<file path="config.mk">
export PLATFORM = sky130hd
export DESIGN_NAME = tss_front
export DESIGN_NICKNAME = d
export VERILOG_FILES = /design/src/hw/rtl/tss_pkg.sv /design/src/hw/rtl/tss_front.sv
export SDC_FILE = /design/constraint.sdc
export NUM_CORES = 1
export LEC_CHECK = 0
export BUFFER_PORTS_ARGS = -buffer_cell sky130_fd_sc_hd__buf_2
export CAP_MARGIN = 20
export CORE_AREA = 2 2 169 171
export DETAILED_ROUTE_END_ITERATION = 10
export DIE_AREA = 0 0 171 173
export PLACE_DENSITY = 0.88
export SLEW_MARGIN = 20
export SYNTH_ARGS = -nofsm -noshare
export SYNTH_HDL_FRONTEND = slang
export SYNTH_SLANG_ARGS = --single-unit
</file>
<file path="constraint.sdc">
create_clock -name i_clk -period 7.3 [get_ports i_clk]
set_input_delay 1.095 -clock i_clk [delete_from_list [all_inputs] [get_ports i_clk]]
set_output_delay 1.095 -clock i_clk [all_outputs]
set_load 0.02 [all_outputs]
</file>
<file path="src/hw/rtl/tss_pkg.sv">
// Shared types, constants and Q16.32 arithmetic helpers for the tridiagonal solver.
// No dependencies; used by every module of the block.
package tss_pkg;

    typedef logic signed [47:0] t_fx;

    localparam t_fx FX_MAX = 48'sh7FFF_FFFF_FFFF;
    localparam t_fx FX_MIN = 48'sh8000_0000_0000;
    localparam t_fx FX_ONE = 48'sh0001_0000_0000;
    localparam t_fx FX_ZERO = 48'sh0000_0000_0000;

    // one input beat: a row of the system
    typedef struct packed {
        t_fx  lower_coef;
        t_fx  diag_coef;
        t_fx  upper_coef;
        t_fx  rhs_value;
        logic last_row;
    } t_row;

    // one output beat: a solution entry
    typedef struct packed {
        t_fx  solution_value;
        logic last_value;
        logic solve_error;
    } t_res;

    // stored coefficients of one row
    typedef struct packed {
        t_fx lower;
        t_fx diag;
        t_fx upper;
        t_fx rhs;
    } t_coef;

    // request to and response from the shared multiply / divide units
    typedef struct packed {
        logic start;
        t_fx  a;
        t_fx  b;
    } t_op_req;

    typedef struct packed {
        logic done;
        t_fx  res;
        logic fault;
    } t_op_rsp;

    typedef enum logic [4:0] {
        S_LOAD,
        S_INIT0,
        S_INIT1,
        S_INIT2,
        S_INIT3,
        S_F_NEXT,
        S_F_RDU,
        S_F_CDIV,
        S_F_CW,
        S_F_T2,
        S_F_T1,
        S_F_X1,
        S_F_X2,
        S_F_Q1,
        S_F_Q2,
        S_B_RD,
        S_B_X,
        S_B_X2,
        S_B_Q2,
        S_B_NEXT,
        S_C0,
        S_C1,
        S_C2,
        S_C3,
        S_O_RD,
        S_O_CALC,
        S_O_MUL,
        S_O_EMIT
    } t_state;

    // saturate a 49-bit two's complement sum to 48 bits
    function automatic t_fx fx_sat49(logic [48:0] s);
        if (s[48] != s[47]) begin
            return s[48] ? FX_MIN : FX_MAX;
        end
        return t_fx'(s[47:0]);
    endfunction

    function automatic t_fx fx_add(t_fx a, t_fx b);
        logic [48:0] s;
        s = {a[47], a} + {b[47], b};
        return fx_sat49(s);
    endfunction

    function automatic t_fx fx_sub(t_fx a, t_fx b);
        logic [48:0] s;
        s = {a[47], a} - {b[47], b};
        return fx_sat49(s);
    endfunction

    function automatic t_fx fx_neg(t_fx a);
        return fx_sub(FX_ZERO, a);
    endfunction

    // magnitude, the most negative value maps to 2^47
    function automatic logic [47:0] fx_mag(t_fx a);
        return a[47] ? (~a + 48'd1) : a;
    endfunction

    // signed value from a magnitude and sign, saturated
    function automatic t_fx fx_from_mag(logic [79:0] m, logic neg);
        if (neg) begin
            if (m >= 80'h8000_0000_0000) begin
                return FX_MIN;
            end
            return t_fx'(~m[47:0] + 48'd1);
        end
        if (m > 80'h7FFF_FFFF_FFFF) begin
            return FX_MAX;
        end
        return t_fx'(m[47:0]);
    endfunction

endpackage

</file>
<file path="src/hw/rtl/tss_front.sv">
// Input side of the solver: two-entry row queue between the input port and the solve engine.
// Depends on tss_pkg for the row type.
module tss_front (
    input  logic          i_clk,
    input  logic          i_rst_n,
    input  logic          i_in_valid,
    output logic          o_in_ready,
    input  tss_pkg::t_row i_in_data,
    output logic          o_q_valid,
    output tss_pkg::t_row o_q_row,
    input  logic          i_q_pop
);

    tss_pkg::t_row r_buf [2];
    logic          r_wp;
    logic          r_rp;
    logic [1:0]    r_cnt;
    logic          push;

    assign o_in_ready = (r_cnt != 2'd2);
    assign push       = i_in_valid && o_in_ready;
    assign o_q_valid  = (r_cnt != 2'd0);
    assign o_q_row    = r_buf[r_rp];

    // queue pointers and fill level
    always_ff @(posedge i_clk) begin
        if (!i_rst_n) begin
            r_wp  <= 1'b0;
            r_rp  <= 1'b0;
            r_cnt <= 2'd0;
        end else begin
            if (push) begin
                r_wp <= ~r_wp;
            end
            if (i_q_pop) begin
                r_rp <= ~r_rp;
            end
            r_cnt <= r_cnt + {1'b0, push} - {1'b0, i_q_pop};
        end
    end

    // row storage
    always_ff @(posedge i_clk) begin
        if (push) begin
            r_buf[r_wp] <= i_in_data;
        end
    end

endmodule

</file>
## Yosys cells after proc, flatten, opt, wreduce, memory -nomap -nowiden

Memory sizes are Yosys's and may differ from the RTL's. A register that Yosys moved wholly into a read port is not among the register bits.
Cells that the tools add are included.

| storage, ports and cells | value |
|---|---|
| word-level logic and storage cells | 15 |
| RAM bits | 386 |
| output and inout bits | 195 |
| input port bits | 197 |
| register bits | 4 |
| bits in latches | 0 |
| memory bits (read-only) | 0 |
| memories | 1 |

Memories:

| name | words | bits a word | rd ports | clocked after Yosys merged registers in | wr ports | line | text |
|---|---|---|---|---|---|---|---|
| r_buf | 2 | 193 | 1 | 1 | 1 | tss_front.sv:14 | `tss_pkg::t_row r_buf [2];` |

| operators by class | value |
|---|---|
| multiplexer cells | 4 |
| shifts and indexed selects | 0 |
| reductions and logical operators | 2 |
| div/mod/pow operators | 0 |
| bitwise gates (word level) | 2 |
| multipliers | 0 |
| add/subtract/negate cells | 2 |
| eq/ne operators | 1 |
| order comparisons | 0 |

Operators with widths:

| kind | number |
|---|---|
| $mux 1 | 4 |
| $add 2x1->2 | 1 |
| $ne 2x2->1 const B | 1 |
| $not 1->1 | 2 |
| $reduce_bool 2->1 | 1 |
| $sub 2x1->2 | 1 |
| $logic_and 1x1->1 | 1 |

## Logic depth before layout (Yosys ltp)

| logic depth | value |
|---|---|
| word-level depth | 4 |
| depth in mapped cells | 7 |
| mapped depth without buffers | 7 |

## Worst setup path before layout

Ideal clock, no wire load.

| timing | value |
|---|---|
| path kind | input port to flip-flop |
| start point | input port i_in_valid |
| end point | memory r_buf[1][0] (netlist name), enable pin |
| data required time | 6.721 ns |
| setup time | 0.579 ns |
| data arrival time | 5.556 ns |
| slack | 1.165 ns |
| stages | 1 |
| path buffers | 0 |
| cells stage by stage | and3_1 |

| on the way | value |
|---|---|
| longest elaborated chain between the ends | 3 |

RTL lines:

| item | line | text |
|---|---|---|
| start: declaration | tss_front.sv:6 | `input logic i_in_valid,` |
| $logic_and 1x1->1 | tss_front.sv:21 | `assign push = i_in_valid && o_in_ready;` |
| $mux 1 | tss_front.sv:44 | `if (push) begin` |
| $mux 1 (not written as such) | tss_front.sv:45 | `r_buf[r_wp] <= i_in_data;` |
| end: declaration | tss_front.sv:14 |  |

Every way passes these cells.

==> flow_summary.json <==
{
  "final_cells": 1462,
  "cp-start-kind": "flip-flop",
  "grt_use_total_pct": 18.7,
  "hold_slack_ns": 0.572,
  "status": "complete, no violations",
  "globalRouteOverflowTotal": 0,
  "root_buffer": "clkbuf_16",
  "period_share_pct": 54.5,
  "leakage_nw": 6.67,
  "cts_tree": "built",
  "worstSetupEndpointType": "output port",
  "cp_data_required_time_ns": 6.20,
  "hold_path_depth": 2,
  "critical_path_class": "flip-flop to output port",
  "path_cells": "buf_4, mux2_2, buf_2",
  "n_fill_cell": 1892,
  "cp_top_family": "buffers and inverters",
  "top_level_ports": 392,
  "finalWirelength_um": 28500,
  "synth_simple_gate_area_share_pct": 0.518,
  "seq_area_frac_synth_pct": 82.1,
  "tns_ns": 0,
  "fin_worst_skew_ns": 0.0139,
  "cts_setup_buffers": 0,
  "synth_cell_types": 24,
  "finalHoldViolations": 0,
  "cp_max_fo": 72,
  "fin_crit_ns": 3.98,
  "drv_slew": 0,
  "met3_length_um": 2190,
  "h-tree-depth": 2,
  "final-setup-viol-count": 0,
  "cellPowerDensity_nw_per_um2": 311,
  "routabilityCongestion": 0.790,
  "synth_compound_area_share_pct": 0.316,
  "final_common_cell": "buf_2",
  "route.met2.wl_um": 15100,
  "worstHoldStart": "r_rp",
  "rsz0062_at_grt": "false",
  "ys_warn_count": 0,
  "cts-resized-gates": 0,
  "ff2ff_path_depth": 4,
  "avgSynthCellArea_um2": 22.7,
  "numCtsBuffers": 40,
  "io_buffers": 391,
  "dr.pass1.iters": 6,
  "start_util_pct": 51.6,
  "syn_inst": 628,
  "cts_sinks": 391,
  "drc": 0,
  "synthMuxAreaShare_pct": 15.3,
  "cp.arrival_ns": 2.88,
  "routed-via-count": 7437,
  "syn_nets": 826,
  "grt_pass1_vias": 7934,
  "r2r-end": "r_buf[0][164]",
  "synth_top_family_by_area": "multiplexers",
  "grt_max_degree": 87,
  "r2r_start": "r_cnt[0]",
  "drive_above_1_share_pct": 60.8,
  "worst-path-buf-inv": 2,
  "layout_setup_ws_ns": 3.32,
  "synth-seq-cells": 391,
  "wire_per_inst_um": 19.5,
  "drt_iter0_drc": 480,
  "antenna_found_initial": 7,
  "max_freq_mhz": 251,
  "dp_hpwl_um": 18400,
  "cts.path.max_buffers": 3,
  "core_area_um2": 27600,
  "grt_pass1_wl_um": 42300,
  "antenna_left": 0,
  "hold_class": "flip-flop to flip-flop",
  "r2r_setup_slack_ns": 4.53,
  "dieHeight_um": 173,
  "max_slew_margin_pct": 30.0,
  "tightestPinTransition_ns": 1.05,
  "slowest_stage": "buf_4",
  "syn_to_final_growth_pct": 25.5,
  "rows": 61,
  "clk_pin_slew_worst_paths_ns": 0.06,
  "synth.cell_area_um2": 14200,
  "wl_met1_um": 10100,
  "die_area_um2": 29600,
  "synth_adder_area_share_pct": 0.0878,
  "clock_latency_ns": 0.52,
  "dp_slack_ns": 3.83,
  "ir_drop_v": 0.000260,
  "final_nets": 1244,
  "vias_per_cell": 5.09,
  "final_cell_mix": "buf_2, edfxtp_1, mux2_2, clkbuf_16, clkinv_1",
  "die_width_um": 171,
  "dp_cells": 1382,
  "maxCapViolations": 0,
  "synth_xor_area_share_pct": 0.123,
  "top_layer": "met5",
  "slowest_delay_ns": 0.84,
  "hold_buffers": 0
}
[cell type report]
cell class	instances	area (um2)	share of cell area, %
diodes	6	15.0	0.0840
clock buffers	49	1070	5.96
clock inverters	25	279	1.56
inverters	2	12.5	0.0700
multi-input cells	214	2340	13.1
flip-flops and latches	391	11700	65.4
well taps	378	473	2.65
repair buffers	397	2000	11.2
[state kept, by name (all words and copies together), names as in the netlist, named ones only]
| name | count |
|---|---|
| r_buf | 386 |
| r_wp | 1 |
| r_cnt | 2 |
| r_rp | 1 |
[Yosys cell counts]
| library cell | n | area [um2] |
|---|---|---|
| edfxtp_1 | 386 | 11600 |
| mux2_2 | 193 | 2170 |
| buf_6 | 17 | 191 |
| dfxtp_1 | 5 | 100 |
| and2_1 | 3 | 18.8 |
| buf_2 | 2 | 10.0 |
| buf_4 | 2 | 15.0 |
| inv_1 | 2 | 7.51 |
| nand2_1 | 2 | 7.51 |
| nand3b_1 | 2 | 15.0 |
| a211o_1 | 1 | 8.76 |
| a211oi_1 | 1 | 7.51 |
| a21bo_2 | 1 | 10.0 |
| a21boi_0 | 1 | 7.51 |
| a21boi_2 | 1 | 11.3 |
| and3_1 | 1 | 6.26 |
| ha_1 | 1 | 12.5 |
| mux2i_1 | 1 | 10.0 |
| nand2b_1 | 1 | 6.26 |
| nand3_1 | 1 | 5.00 |
| nor4b_1 | 1 | 8.76 |
| or2_2 | 1 | 6.26 |
| xnor2_1 | 1 | 8.76 |
| xor2_1 | 1 | 8.76 |
[kinds of logic after synthesis]
kind of cell	Yosys count
adders and majority gates	1
xor gates and xnor gates	2
DFF	391
buffers and inverters	23
AOI/OAI and AO/OA	5
and+or+nand+nor	12
muxes	194
[metal layers]
metal  vias up  track usage (%)
met5         -                0
met4         2             9.22
met3        80             5.26
met2       309             33.4
met1      3668             20.0
li1       3378                -
[worst max-delay path by stage]
stage	cells after the start	slack, ns	end	startpoint
global placement	3	3.84	o_q_row[122]	flip-flop
finish	3	3.32	o_q_row[122]	flip-flop
detailed placement	4	3.83	r_buf[0][170]	i_in_valid
floorplan	1	1.17	r_buf[1][0]	i_in_valid
global route	3	3.17	o_q_row[122]	flip-flop
CTS	3	3.28	o_q_row[122]	flip-flop
[power breakdown]
part | switching (W) | internal (W)
Sequential | 0.0000558 | 0.00269
Clock | 0.000798 | 0.00125
Combinational | 0.000469 | 0.000283
Total | 0.00132 | 0.00423
[tightest hold or removal path: stages (launching register included)]
cell	delay (ns)
dfxtp_1	0.32
xor2_1	0.07
and2_1	0.14
[through the flow]
stage          total power, W  area, um2  util, %
5_1_grt               0.00575      17900     64.7
3_5_place_dp          0.00355      16500     59.8
4_1_cts               0.00561      17900     64.7
2_1_floorplan         0.00330      14200        -
3_3_place_gp          0.00352      16500     59.8
6_report              0.00555      17900     64.7
(Power assumes the default switching activity.)
